`src/lpot_pkg.sv`:
```
// Shared widths, register indexes, confidence constants and control types of the lane tracker.
package lpot_pkg;

  localparam int LANE_W     = 13;
  localparam int SCREEN_W   = 14;
  localparam int FW_W       = 12;
  localparam int WL_W       = 5;
  localparam int CONF_W     = 7;
  localparam int FILL_W     = 5;
  localparam int CFG_IDX_W  = 2;
  localparam int CFG_DATA_W = 12;

  // Configuration register indexes
  localparam logic [CFG_IDX_W-1:0] CFG_FRAME_WIDTH   = 2'd0;
  localparam logic [CFG_IDX_W-1:0] CFG_WINDOW_LENGTH = 2'd1;

  localparam logic [FW_W-1:0] FRAME_WIDTH_RST   = 12'd640;
  localparam logic [WL_W-1:0] WINDOW_LENGTH_RST = 5'd8;

  // Edge margin in screen pixels, and closeness limit for the single stored sample
  localparam int EDGE_MARGIN = 5;
  localparam int NEAR_LIMIT  = 5;

  // Confidence in percent
  localparam logic [CONF_W:0]   CONF_UP     = 8'd35;
  localparam logic [CONF_W:0]   CONF_MAX_X  = 8'd100;
  localparam logic [CONF_W-1:0] CONF_MAX    = 7'd100;
  localparam logic [CONF_W-1:0] CONF_DOWN   = 7'd2;
  localparam logic [CONF_W-1:0] CONF_STABLE = 7'd50;

  // Control of the window accumulator
  typedef struct packed {
    logic clr;
    logic en;
  } acc_ctl_t;

endpackage

```
`src/lpot_in_if.sv`:
```
// Input channel: one lane sample per transfer.
interface lpot_in_if;
  logic                                 valid;
  logic                                 ready;
  logic signed [lpot_pkg::LANE_W-1:0]   lane_x;
  logic signed [lpot_pkg::SCREEN_W-1:0] screen_x;

  modport source (output valid, output lane_x, output screen_x, input ready);
  modport sink   (input valid, input lane_x, input screen_x, output ready);
endinterface

```
`src/lpot_out_if.sv`:
```
// Result channel: tracked position and confidence per transfer.
interface lpot_out_if;
  logic                               valid;
  logic                               ready;
  logic signed [lpot_pkg::LANE_W-1:0] position;
  logic [lpot_pkg::CONF_W-1:0]        confidence_out;
  logic                               stable;
  logic [lpot_pkg::FILL_W-1:0]        fill_count;

  modport source (output valid, output position, output confidence_out, output stable,
                  output fill_count, input ready);
  modport sink   (input valid, input position, input confidence_out, input stable,
                  input fill_count, output ready);
endinterface

```
`src/lpot_cfg_if.sv`:
```
// Configuration write channel.
interface lpot_cfg_if;
  logic                                valid;
  logic                                ready;
  logic [lpot_pkg::CFG_IDX_W-1:0]      index;
  logic [lpot_pkg::CFG_DATA_W-1:0]     data;

  modport source (output valid, output index, output data, input ready);
  modport sink   (input valid, input index, input data, output ready);
endinterface

```
`src/lpot_acc.sv`:
```
// Window accumulator: sum, sum of squares and fourth-power weighted sum over a sample stream.
module lpot_acc #(
  parameter int DEPTH = 16
) (
  input  logic                                    clk,
  input  logic                                    rst,
  input  lpot_pkg::acc_ctl_t                      ctl,
  input  logic signed [lpot_pkg::LANE_W-1:0]      sample,
  output logic signed [lpot_pkg::LANE_W+$clog2(DEPTH)-1:0]    sum,
  output logic [2*lpot_pkg::LANE_W-1+$clog2(DEPTH)-1:0]       sqsum,
  output logic signed [5*$clog2(DEPTH)+lpot_pkg::LANE_W:0]     wacc,
  output logic [5*$clog2(DEPTH)-1:0]                          wsum
);

  localparam int LW  = $clog2(DEPTH);
  localparam int SW  = lpot_pkg::LANE_W + LW;
  localparam int QW  = 2 * lpot_pkg::LANE_W - 1 + LW;
  localparam int SQ  = 2 * lpot_pkg::LANE_W;
  localparam int WW  = 4 * LW;
  localparam int WSW = WW + LW;
  localparam int AW  = WW + lpot_pkg::LANE_W + LW + 1;

  logic [LW-1:0]                        idx;
  logic [2*LW-1:0]                      sq;
  logic [WW-1:0]                        w;
  logic signed [lpot_pkg::LANE_W-1:0]   d1;
  logic                                 v1;

  // Stage 1: weight i^4 from the running square; stage 2: accumulate
  always_ff @(posedge clk) begin
    if (rst || ctl.clr) begin
      idx   <= '0;
      sq    <= '0;
      v1    <= 1'b0;
      sum   <= '0;
      sqsum <= '0;
      wacc  <= '0;
      wsum  <= '0;
    end else begin
      v1 <= ctl.en;
      if (ctl.en) begin
        d1  <= sample;
        w   <= WW'(sq) * WW'(sq);
        idx <= idx + LW'(1);
        sq  <= sq + (2*LW)'({idx, 1'b1});
      end
      if (v1) begin
        sum   <= sum + SW'(d1);
        sqsum <= sqsum + QW'($unsigned(SQ'(d1) * SQ'(d1)));
        wacc  <= wacc + AW'($signed({1'b0, w})) * AW'(d1);
        wsum  <= wsum + WSW'(w);
      end
    end
  end

endmodule

```
`src/lpot_div.sv`:
```
// Bit-serial restoring divider: signed dividend over positive divisor, truncated toward zero.
module lpot_div #(
  parameter int AW = 34,
  parameter int BW = 20
) (
  input  logic                               clk,
  input  logic                               rst,
  input  logic                               start,
  input  logic signed [AW-1:0]               dividend,
  input  logic [BW-1:0]                      divisor,
  output logic                               done,
  output logic signed [lpot_pkg::LANE_W-1:0] quotient
);

  localparam int CNTW = $clog2(AW + 1);

  logic [BW:0]      rem;
  logic [AW-1:0]    quo;
  logic [BW-1:0]    dvs;
  logic [CNTW-1:0]  cnt;
  logic             neg;
  logic             run;
  logic [BW:0]      rem_sh;
  logic             take;

  // One quotient bit per cycle
  assign rem_sh = {rem[BW-1:0], quo[AW-1]};
  assign take   = rem_sh >= {1'b0, dvs};

  always_ff @(posedge clk) begin
    if (rst) begin
      run  <= 1'b0;
      done <= 1'b0;
    end else begin
      done <= 1'b0;
      if (start) begin
        run <= 1'b1;
        cnt <= CNTW'(AW);
        rem <= '0;
        dvs <= divisor;
        neg <= dividend[AW-1];
        quo <= dividend[AW-1] ? $unsigned(-dividend) : $unsigned(dividend);
      end else if (run) begin
        rem <= take ? rem_sh - {1'b0, dvs} : rem_sh;
        quo <= {quo[AW-2:0], take};
        cnt <= cnt - CNTW'(1);
        if (cnt == CNTW'(1)) begin
          run  <= 1'b0;
          done <= 1'b1;
        end
      end
    end
  end

  // Magnitude fits the lane width; apply the sign
  assign quotient = neg ? -$signed(quo[lpot_pkg::LANE_W-1:0])
                        : $signed(quo[lpot_pkg::LANE_W-1:0]);

endmodule

```
`src/lane_position_outlier_tracker.sv`:
```
// Lane position tracker top level: sample window, outlier tests, confidence and result.
//
// One sample is taken at a time. The window memory is walked twice, one read
// a cycle (before the update for the outlier test, after it for the result),
// and the weighted average comes out of a one-bit-per-cycle divider of
// 5*log2(WINDOW_DEPTH) + 14 steps. A result stalled at the output holds the
// next one in its last state until the output frees up.
// A new sample is taken while the previous result still waits to be read.
// window_length 0 acts as 1 and values above WINDOW_DEPTH act as
// WINDOW_DEPTH; shrinking it below the fill count drops the oldest samples
// at once. Configuration is to be written only while no sample is in flight;
// the block itself does not enforce this.
module lane_position_outlier_tracker #(
  parameter int WINDOW_DEPTH = 16
) (
  input  logic       clk,
  input  logic       rst,
  lpot_in_if.sink    samples,
  lpot_out_if.source results,
  lpot_cfg_if.sink   cfg
);

  localparam int LW   = $clog2(WINDOW_DEPTH);
  localparam int CW   = $clog2(WINDOW_DEPTH + 1);
  localparam int IW   = $clog2(WINDOW_DEPTH + 2);
  localparam int SW   = lpot_pkg::LANE_W + LW;
  localparam int QW   = 2 * lpot_pkg::LANE_W - 1 + LW;
  localparam int WW   = 4 * LW;
  localparam int WSW  = WW + LW;
  localparam int AW   = WW + lpot_pkg::LANE_W + LW + 1;
  localparam int NQW  = QW + CW;
  localparam int SSW  = 2 * SW;
  localparam int TW   = SW + CW + 2;
  localparam int TTW  = 2 * TW;
  localparam int D25W = NQW + 5;
  localparam int CMW  = TTW + D25W + 2;
  localparam int LN   = lpot_pkg::LANE_W;

  localparam logic signed [TW-1:0] NEAR_P = TW'(lpot_pkg::NEAR_LIMIT);
  localparam logic signed [TW-1:0] NEAR_N = -NEAR_P;

  typedef enum logic [7:0] {
    S_IDLE  = 8'b0000_0001,
    S_WALK  = 8'b0000_0010,
    S_MUL   = 8'b0000_0100,
    S_DIFF  = 8'b0000_1000,
    S_SCALE = 8'b0001_0000,
    S_UPD   = 8'b0010_0000,
    S_DIV   = 8'b0100_0000,
    S_DONE  = 8'b1000_0000
  } state_t;

  state_t state;

  logic [lpot_pkg::FW_W-1:0]       frame_width;
  logic [lpot_pkg::WL_W-1:0]       window_length;

  logic signed [LN-1:0]            mem [WINDOW_DEPTH];
  logic signed [LN-1:0]            rd_data;
  logic [LW-1:0]                   rd_addr;
  logic                            rd_vld;
  logic [LW-1:0]                   wr_addr;
  logic                            wr_en;

  logic [LW-1:0]                   head;
  logic [CW-1:0]                   count;
  logic [lpot_pkg::CONF_W-1:0]     conf;
  logic signed [LN-1:0]            v_q;
  logic                            rej_q;
  logic                            pass;
  logic [IW-1:0]                   idx;

  logic signed [SW-1:0]            s_sum;
  logic [QW-1:0]                   q_sum;
  logic signed [AW-1:0]            w_acc;
  logic [WSW-1:0]                  w_sum;
  lpot_pkg::acc_ctl_t              acc_ctl;

  logic [NQW-1:0]                  p_nq;
  logic [SSW-1:0]                  p_ss;
  logic signed [TW-1:0]            p_nv;
  logic [NQW-1:0]                  d;
  logic signed [TW-1:0]            t;
  logic [TTW-1:0]                  p_tt;
  logic [D25W-1:0]                 p_25d;

  logic                            res_stable;
  logic signed [LN-1:0]            res_pos;
  logic                            div_start;
  logic                            div_done;
  logic signed [LN-1:0]            div_q;

  logic                            in_xfer;
  logic                            cfg_xfer;
  logic [CW-1:0]                   eff_len;
  logic [CW-1:0]                   new_len;
  logic                            stable_now;
  logic                            fit;
  logic                            near;
  logic                            lose;
  logic                            store_go;
  logic                            full;
  logic [lpot_pkg::CONF_W:0]       conf_up;
  logic signed [LN-1:0]            half_fw;
  logic signed [lpot_pkg::SCREEN_W:0] sx_ext;
  logic signed [lpot_pkg::SCREEN_W:0] sx_hi;
  logic                            reject_in;

  // Window length clamped to 1..WINDOW_DEPTH
  function automatic logic [CW-1:0] clamp_len(input logic [lpot_pkg::WL_W-1:0] wl);
    logic [CW-1:0] r;
    if (wl == '0) r = CW'(1);
    else if (32'(wl) > WINDOW_DEPTH) r = CW'(WINDOW_DEPTH);
    else r = CW'(wl);
    return r;
  endfunction

  // Ring pointer modulo the depth; argument stays below twice the depth
  function automatic logic [LW-1:0] wrap(input logic [LW:0] x);
    logic [LW-1:0] r;
    if (x >= (LW+1)'(WINDOW_DEPTH)) r = LW'(x - (LW+1)'(WINDOW_DEPTH));
    else r = LW'(x);
    return r;
  endfunction

  assign samples.ready = (state == S_IDLE);
  assign cfg.ready     = 1'b1;
  assign in_xfer       = samples.valid && samples.ready;
  assign cfg_xfer      = cfg.valid && cfg.ready;
  assign eff_len       = clamp_len(window_length);
  assign new_len       = clamp_len(cfg.data[lpot_pkg::WL_W-1:0]);

  // Center and edge rejection on the incoming sample
  assign half_fw   = $signed({2'b00, frame_width[lpot_pkg::FW_W-1:1]});
  assign sx_ext    = (lpot_pkg::SCREEN_W+1)'(samples.screen_x);
  assign sx_hi     = $signed({3'b000, frame_width})
                     - (lpot_pkg::SCREEN_W+1)'(lpot_pkg::EDGE_MARGIN);
  assign reject_in = (samples.lane_x == half_fw)
                     || (sx_ext < (lpot_pkg::SCREEN_W+1)'(lpot_pkg::EDGE_MARGIN))
                     || (sx_ext > sx_hi);

  // Outlier and stability tests on the registered statistics
  assign stable_now = (count >= CW'(2)) && (conf > lpot_pkg::CONF_STABLE)
                      && (s_sum > SW'(0)) && (CMW'({p_25d, 2'b00}) < CMW'(p_ss));
  assign fit        = CMW'(p_tt) <= CMW'(p_25d);
  assign near       = (t < NEAR_P) && (t > NEAR_N);
  assign lose       = rej_q || ((count >= CW'(2)) && !fit);
  assign store_go   = !lose && ((count != CW'(1)) || near);
  assign full       = count >= eff_len;
  assign conf_up    = {1'b0, conf} + lpot_pkg::CONF_UP;
  assign wr_en      = (state == S_UPD) && !pass && store_go;
  assign wr_addr    = wrap((LW+1)'(head) + (LW+1)'(count));
  assign rd_addr    = wrap((LW+1)'(head) + (LW+1)'(idx[LW-1:0]));

  assign acc_ctl.clr = in_xfer || ((state == S_UPD) && !pass);
  assign acc_ctl.en  = rd_vld;
  assign div_start   = (state == S_UPD) && pass && (count >= CW'(2));

  // Sample memory: one write and one registered read a cycle
  always_ff @(posedge clk) begin
    if (wr_en) begin
      mem[wr_addr] <= v_q;
    end
    rd_data <= mem[rd_addr];
  end

  lpot_acc #(.DEPTH(WINDOW_DEPTH)) u_acc (
    .clk    (clk),
    .rst    (rst),
    .ctl    (acc_ctl),
    .sample (rd_data),
    .sum    (s_sum),
    .sqsum  (q_sum),
    .wacc   (w_acc),
    .wsum   (w_sum)
  );

  lpot_div #(.AW(AW), .BW(WSW)) u_div (
    .clk      (clk),
    .rst      (rst),
    .start    (div_start),
    .dividend (w_acc),
    .divisor  (w_sum),
    .done     (div_done),
    .quotient (div_q)
  );

  // Statistics products and differences, at most one multiply per register
  always_ff @(posedge clk) begin
    case (state)
      S_MUL: begin
        p_nq <= NQW'(count) * NQW'(q_sum);
        p_ss <= $unsigned(SSW'(s_sum) * SSW'(s_sum));
        p_nv <= $signed(TW'({1'b0, count})) * TW'(v_q);
      end
      S_DIFF: begin
        d <= p_nq - NQW'(p_ss);
        t <= TW'(s_sum) - p_nv;
      end
      S_SCALE: begin
        p_tt  <= $unsigned(TTW'(t) * TTW'(t));
        p_25d <= D25W'({d, 4'b0000}) + D25W'({d, 3'b000}) + D25W'(d);
      end
      default: ;
    endcase
  end

  // Sequencer, window pointers, confidence and result register
  always_ff @(posedge clk) begin
    if (rst) begin
      state          <= S_IDLE;
      frame_width    <= lpot_pkg::FRAME_WIDTH_RST;
      window_length  <= lpot_pkg::WINDOW_LENGTH_RST;
      head           <= '0;
      count          <= '0;
      conf           <= '0;
      pass           <= 1'b0;
      rd_vld         <= 1'b0;
      idx            <= '0;
      results.valid  <= 1'b0;
    end else begin
      rd_vld <= (state == S_WALK) && (idx < IW'(count));
      // Result leaves unless a new one is loaded in the same cycle
      if (results.valid && results.ready && (state != S_DONE)) begin
        results.valid <= 1'b0;
      end
      if (cfg_xfer) begin
        case (cfg.index)
          lpot_pkg::CFG_FRAME_WIDTH: frame_width <= cfg.data;
          lpot_pkg::CFG_WINDOW_LENGTH: begin
            window_length <= cfg.data[lpot_pkg::WL_W-1:0];
            if (count > new_len) begin
              head  <= wrap((LW+1)'(head) + (LW+1)'(count - new_len));
              count <= new_len;
            end
          end
          default: ;
        endcase
      end
      case (state)
        S_IDLE: begin
          if (in_xfer) begin
            v_q   <= samples.lane_x;
            rej_q <= reject_in;
            pass  <= 1'b0;
            idx   <= '0;
            state <= S_WALK;
          end
        end
        S_WALK: begin
          idx <= idx + IW'(1);
          if (idx == IW'(count) + IW'(1)) begin
            state <= S_MUL;
          end
        end
        S_MUL:   state <= S_DIFF;
        S_DIFF:  state <= S_SCALE;
        S_SCALE: state <= S_UPD;
        S_UPD: begin
          if (!pass) begin
            // Window and confidence update
            if (lose) begin
              if (stable_now) begin
                conf <= conf - lpot_pkg::CONF_DOWN;
              end else begin
                count <= '0;
                conf  <= '0;
              end
            end else if (store_go) begin
              if (full) head <= wrap((LW+1)'(head) + (LW+1)'(1));
              else count <= count + CW'(1);
              if (count >= CW'(2)) begin
                conf <= (conf_up > lpot_pkg::CONF_MAX_X) ? lpot_pkg::CONF_MAX
                                                          : conf_up[lpot_pkg::CONF_W-1:0];
              end
            end else begin
              head  <= wrap((LW+1)'(head) + (LW+1)'(1));
              count <= count - CW'(1);
            end
            pass  <= 1'b1;
            idx   <= '0;
            state <= S_WALK;
          end else begin
            // Result of the updated window
            res_stable <= stable_now;
            if (count == '0) begin
              res_pos <= '0;
              state   <= S_DONE;
            end else if (count == CW'(1)) begin
              res_pos <= LN'(s_sum);
              state   <= S_DONE;
            end else begin
              state <= S_DIV;
            end
          end
        end
        S_DIV: begin
          if (div_done) begin
            res_pos <= div_q;
            state   <= S_DONE;
          end
        end
        S_DONE: begin
          if (!results.valid || results.ready) begin
            results.valid          <= 1'b1;
            results.position       <= res_pos;
            results.confidence_out <= conf;
            results.stable         <= res_stable;
            results.fill_count     <= lpot_pkg::FILL_W'(count);
            state                  <= S_IDLE;
          end
        end
        default: state <= S_IDLE;
      endcase
    end
  end

endmodule

```
`src/flat_wrapper.sv`:
```
// flat-port wrapper written by rule: the top's interface ports become plain ports
module lane_position_outlier_tracker_flat 
#(
  parameter int WINDOW_DEPTH = 16
)
  (clk, rst, samples_valid, samples_lane_x, samples_screen_x, samples_ready, results_valid, results_position, results_confidence_out, results_stable, results_fill_count, results_ready, cfg_valid, cfg_index, cfg_data, cfg_ready);
  lpot_in_if samples_i ();
  lpot_out_if results_i ();
  lpot_cfg_if cfg_i ();
  input  logic clk;
  input  logic rst;
  input wire logic [$bits(samples_i.valid)-1:0] samples_valid;
  input wire logic [$bits(samples_i.lane_x)-1:0] samples_lane_x;
  input wire logic [$bits(samples_i.screen_x)-1:0] samples_screen_x;
  output wire logic [$bits(samples_i.ready)-1:0] samples_ready;
  output wire logic [$bits(results_i.valid)-1:0] results_valid;
  output wire logic [$bits(results_i.position)-1:0] results_position;
  output wire logic [$bits(results_i.confidence_out)-1:0] results_confidence_out;
  output wire logic [$bits(results_i.stable)-1:0] results_stable;
  output wire logic [$bits(results_i.fill_count)-1:0] results_fill_count;
  input wire logic [$bits(results_i.ready)-1:0] results_ready;
  input wire logic [$bits(cfg_i.valid)-1:0] cfg_valid;
  input wire logic [$bits(cfg_i.index)-1:0] cfg_index;
  input wire logic [$bits(cfg_i.data)-1:0] cfg_data;
  output wire logic [$bits(cfg_i.ready)-1:0] cfg_ready;
  assign samples_i.valid = samples_valid;
  assign samples_i.lane_x = samples_lane_x;
  assign samples_i.screen_x = samples_screen_x;
  assign samples_ready = samples_i.ready;
  assign results_valid = results_i.valid;
  assign results_position = results_i.position;
  assign results_confidence_out = results_i.confidence_out;
  assign results_stable = results_i.stable;
  assign results_fill_count = results_i.fill_count;
  assign results_i.ready = results_ready;
  assign cfg_i.valid = cfg_valid;
  assign cfg_i.index = cfg_index;
  assign cfg_i.data = cfg_data;
  assign cfg_ready = cfg_i.ready;
  lane_position_outlier_tracker #(.WINDOW_DEPTH(WINDOW_DEPTH)) u_core (.clk(clk), .rst(rst), .samples(samples_i), .results(results_i), .cfg(cfg_i));
endmodule
```
`config.mk`:
```
export PLATFORM = sky130hd
export DESIGN_NAME = lane_position_outlier_tracker_flat
export DESIGN_NICKNAME = d
export VERILOG_FILES = /design/src/lpot_pkg.sv /design/src/lpot_in_if.sv /design/src/lpot_out_if.sv /design/src/lpot_cfg_if.sv /design/src/lpot_acc.sv /design/src/lpot_div.sv /design/src/lane_position_outlier_tracker.sv /design/src/flat_wrapper.sv
export SDC_FILE = /design/constraint.sdc
export NUM_CORES = 2
export LEC_CHECK = 0
export BUFFER_PORTS_ARGS = -buffer_cell sky130_fd_sc_hd__buf_2
export CAP_MARGIN = 10
export CORE_MARGIN = 10
export CORE_UTILIZATION = 45
export DETAILED_ROUTE_END_ITERATION = 10
export GPL_ROUTABILITY_DRIVEN = 1
export GPL_TIMING_DRIVEN = 0
export SLEW_MARGIN = 20
export SYNTH_ARGS = -nofsm -noshare
export SYNTH_HDL_FRONTEND = slang
export SYNTH_SLANG_ARGS = --single-unit
```
`constraint.sdc`:
```
create_clock -name clk -period 8.89 [get_ports clk]
set_clock_uncertainty 0.2 [all_clocks]
set_input_delay 0.4445 -clock clk [delete_from_list [all_inputs] [get_ports clk]]
set_output_delay 0.4445 -clock clk [all_outputs]
set_load 0.01 [all_outputs]
```
# == After elaboration in Yosys (flattened, before gate mapping) ==
# Memories as Yosys holds them, arrays and structs flattened. A register that Yosys moved wholly into a read port is not among the register bits.
# Index checks and enable logic that the tools add are counted.
# op_classes
addsub,29
multipliers,7
order_cmp,20
eq_ne,22
n_mux,64
n_bitwise,4
reduce_logical,49
# op_table
op,n
$mux W34,3
$mux W5,15
$mux W13,5
$pmux W8 S8,1
$mux W8,7
$le A48 B39 Y1,1
$mul A24 B24 Y48,1
$mux W4,12
$lt A41 B34 Y1,1
$mux W20,2
$add A38 B37 Y39,1
$add A39 B34 Y39,1
$mux W7,5
$add A34 B30 Y34,1
$mul A17 B17 Y34,1
$mul A5 B29 Y34,1
$neg A34 Y34,1
$sub A34 B34 Y34,1
$mul A17 B13 Y30,1
$add A29 B26 Y29,1
$mul A13 B13 Y26,1
$pmux W13 S2,1
$gt A24 B4 Y1 const B,1
$lt A24 B4 Y1 const B,1
67 further kinds,129
# word_totals
register_bits,565
ram_bits,208
in_bits,46
output_inout_bits,29
elab_cells,237
mem_count,1
# mem_list
memory,words,word_bits,read_ports,rd_ports_with_merged_regs,wr,line_no,rtl
u_core.mem,16,13,1,1,1,lane_position_outlier_tracker.sv:58,logic signed [LN-1:0] mem [WINDOW_DEPTH];

# == Logic depth before layout (Yosys ltp) ==
# depth
ltp_word,15
mapped_depth,34
depth_no_buf,32

# == Modules after synthesis ==
# A second synthesis with hierarchy kept.
# unflattened
cells_unflattened,9086
area_unflattened_um2,91461.5
# by_module_without_submodules
module,instances,cells_per_inst,area_each_um2
lane_position_outlier_tracker,1,5976,63135.6
lpot_acc,1,2587,23029.6
lpot_div,1,523,5296.3

# == Least setup slack after synthesis ==
# No wires, ideal clock.
# synth_path
path_kind,flip-flop to flip-flop
startpoint,reg u_core.t[23]
endpoint,"reg u_core.p_tt[44], data pin"
setup_ps,265
t_arrival_ps,7190
slack_ps,1234
stages_incl_launch_ff,22
n_path_buf,1
synth_period_minus_slack_ps,7656
cell_sequence,edfxtp_1 > inv_1 > clkbuf_1 > nor2_1 > fa_1 > fa_1 > fa_1 > inv_1 > fa_1 > fa_1 > fa_1 > fa_1 > inv_1 > ha_1 > a21o_1 > a21oi_1 > inv_1 > and3_1 > a2111oi_0 > a21oi_1 > and4_1 > or3_1
# synth_between
elab_chain_len,1
# synth_rtl
element,line_no,rtl
from (decl),lane_position_outlier_tracker.sv:83,logic signed [TW-1:0] t;
from (signal assigned),lane_position_outlier_tracker.sv:198,t <= TW'(s_sum) - p_nv;
$mul A24 B24 Y48,lane_position_outlier_tracker.sv:201,p_tt <= $unsigned(TTW'(t) * TTW'(t));
to (signal assigned),lane_position_outlier_tracker.sv:201,
to (decl),lane_position_outlier_tracker.sv:84,logic [TTW-1:0] p_tt;
# No other way between the ends.
# A chain may end at the register's enable or synchronous reset.

# == Final worst setup path ==
# layout_path
startpoint,reg u_core.t[22]
endpoint,"reg u_core.p_tt[44], data pin"
# Same word-level chain as after synthesis.

==> flow_summary.toml <==
[run_status]
outcome = "complete, no violations"

[timing]
rsz0062_at_grt = "yes"
whs_ns = 0.120
tightest_slew_ns = 1.13
worst_slack_ns = 0.210
hold_viol_final = 0
period_share_pct = 97.6
finalCriticalPeriod_ns = 8.68
fmax_ghz = 0.115
slew-limit-headroom_pct = 24.4
final-setup-viol-count = 0
drv_slew = 0

[clock_network]
cts_sinks = 778
numCtsBuffers = 86
path_clk_slew_ns = 0.06
insertion_delay_ns = 0.72
root_buffer = "clkbuf_16"
htreeDepth = 3
clk_path_buf_depth = 3
cts_tree = "done"

[critical_path]
path_class = "register to register"
arrival_ns = 8.95
crit_fanout = 11
cp-end-kind = "register"
critPathLaunchType = "register"
crit_required_ns = 9.16

[floorplan]
dieArea_um2 = 217000
die_w_um = 466
num_rows = 163
io_pins = 75
initial_core_util_pct = 45.3
core_um2 = 198000
die_h_um = 466

[layout]
layout_commonest_cell = "inv_1"
final_net_count = 11200
mostFrequentLayoutCells = "1,638 x inv_1, 1,326 x fa_1, 826 x ha_1"
drive_above_1_share_pct = 4.91
multi_input_area_um2 = 61000
nFillCells = 18200
syn2layout_area_growth_pct = 8.52
ff_latch_area_um2 = 21600

[placement]
port_buffers = 73
dp_hpwl_um = 194000
pre_cts_slack_ns = -0.736
gp_congestion = 0.923

[synth]
async_flop_share_pct = 0
synth_top_family_by_area = "adder cells"
synthMuxAreaShare_pct = 2.54
synth_fa_ha_area_share_pct = 41.2
yosys_register_bits = 778
synthSimpleGateAreaFrac_pct = 11.5
syn_area_per_cell_um2 = 10.2
synth-warning-count = 0
synth_seq_area_share_pct = 24.1
ys_types = 79
netlist_area_um2 = 89600
synth-edff-count = 601
synth_flop_cell = "edfxtp_1"
synth_compound_area_share_pct = 8.19
synthCells = 8748
yosys.area_share.xor_xnor_pct = 4.47

[detailed_routing]
ant_nets = 0
totalWireLength_um = 238000
drc = 0
drt_first_iter_violations = 4190
dr.pass1.iters = 8
wl_per_cell_um = 20.3
vias_per_cell = 5.31
vias = 62100

[global_routing]
grt_remaining_overflow = 0
grt_max_degree = 61
grt_pass1_wl_um = 377000
antenna_found_initial = 4
grt_pass1_vias = 65600
grt.total_usage_pct = 22.0

[hold_path]
hold_class = "primary input to register"

[power_and_ir_drop]
power.total_uw = 8040
leakage_uw = 0.0450
max-vdd-ir-drop_uv = 160
power-per-cell-area_nw_per_um2 = 82.6

[job]
drv_cap = 0
logic make-up (layout without fill, tap and decap cells):
logic type,Yosys count,count (layout)
compound gates,1147,1147
flops,778,778
fa+ha+maj,2154,2154
other cells,2,9
mux,162,162
simple gates,2136,2136
xor+xnor,457,457
buf+inv,1912,2225
registers in the layout, summed over array words and instances, names as in the netlist, 15 cells and up:
name / cells
u_core.d: 34
u_core.mem: 208
u_core.p_25d: 39
u_core.p_nq: 34
u_core.p_nv: 19
u_core.p_ss: 33
u_core.p_tt: 47
u_core.t: 24
u_core.u_acc.sqsum: 29
u_core.u_acc.sum: 17
u_core.u_acc.w: 15
u_core.u_acc.wacc: 34
u_core.u_acc.wsum: 20
u_core.u_div.dvs: 20
u_core.u_div.quo: 34
u_core.u_div.rem: 20
power breakdown:
part           internal (uW)  leakage [uW]  total, uW  switching [uW]
Clock                   2010       0.00137       3620            1610
Combinational            189        0.0368        474             285
Sequential              3910       0.00679       3940            31.8
Total                   6110        0.0450       8040            1930
through the flow:
step	std cells	cell area, um^2	util, %	setup TNS [ns]
after floorplan	8751	89700	-	0
after global placement	11500	93300	47.2	-11.95
after detailed placement	11500	93800	47.4	-7.89
after CTS	11700	97100	49.1	0
after global routing	11700	97300	49.2	-0.122
final	11700	97300	49.2	0
cell type report:
cell class / instances / area share (%)
multi-input cells: 6061 / 62.7
flip-flops and latches: 778 / 22.2
inverters: 1646 / 6.36
well taps: 2640 / 3.40
clock buffers: 108 / 2.32
repair buffers: 157 / 1.30
plain buffers: 262 / 1.11
clock inverters: 52 / 0.599
diodes: 4 / 0.0103
synth_stat cells (all sizes together), types with 52 or more instances:
cell / count / share of area (%)
clkbuf: 247 / 1.0
and2: 381 / 2.7
edfxtp: 601 / 20
nand2b: 73 / 0.51
a211oi: 55 / 0.46
mux4: 52 / 1.3
o21ai: 234 / 1.3
xor2: 148 / 1.4
a21o: 178 / 1.5
inv: 1641 / 6.9
mux2i: 105 / 1.2
ha: 827 / 12
nand2: 756 / 3.2
nor2b: 84 / 0.59
nand3: 116 / 0.65
dfxtp: 177 / 4.0
nor3: 82 / 0.46
xnor2: 309 / 3.0
a21oi: 325 / 1.8
nor2: 420 / 1.8
fa: 1326 / 30
layer usage:
layer  track usage, %  share of wire, %  up-vias
met2             37.6                49     1558
met3             2.64               5.5      337
met5                0            0.0055        -
met4             6.97               3.4        2
li1                 -                 -    28900
met1             29.2                42    31300
worst max-delay path: stages, from the launching register on:
cell and delay, ns:
edfxtp_1 0.71, clkbuf_1 0.61, nand2_1 0.23, fa_1 0.57, inv_1 0.06, fa_1 0.49, fa_1 0.62, fa_1 0.46
fa_1 0.58, inv_1 0.07, fa_1 0.52, inv_1 0.07, fa_1 0.46, ha_1 0.37, a21o_1 0.23, a21o_1 0.18
a21o_1 0.18, a21oi_1 0.29, o21a_1 0.25, a21oi_1 0.10, a2111oi_2 0.31, a21oi_1 0.23, and4_1 0.24, or3_1 0.38
timing repair:
action / in CTS / in global routing
hold buffers: 34 / 0
buffers inserted: 6 / 16
resized for setup: 36 / 73
endpoints found under the setup margin: 19 / 24
gates cloned: 0 / 0
endpoints found under the hold margin: 42 / 0
path summary, 6_finish.rpt:
kind	start	end	slack, ns	cells after the start
worst max-delay path	u_core.t[22]	u_core.p_tt[44]	0.21	23
worst min-delay path	cfg_valid	u_core.window_length[3]	0.12	4
worst max register to register	u_core.t[22]	u_core.p_tt[44]	0.21	23
worst min register to register	u_core.rd_data[12]	u_core.u_acc.d1[12]	0.20	0
No activity file was read; power rests on OpenSTA's default activity.
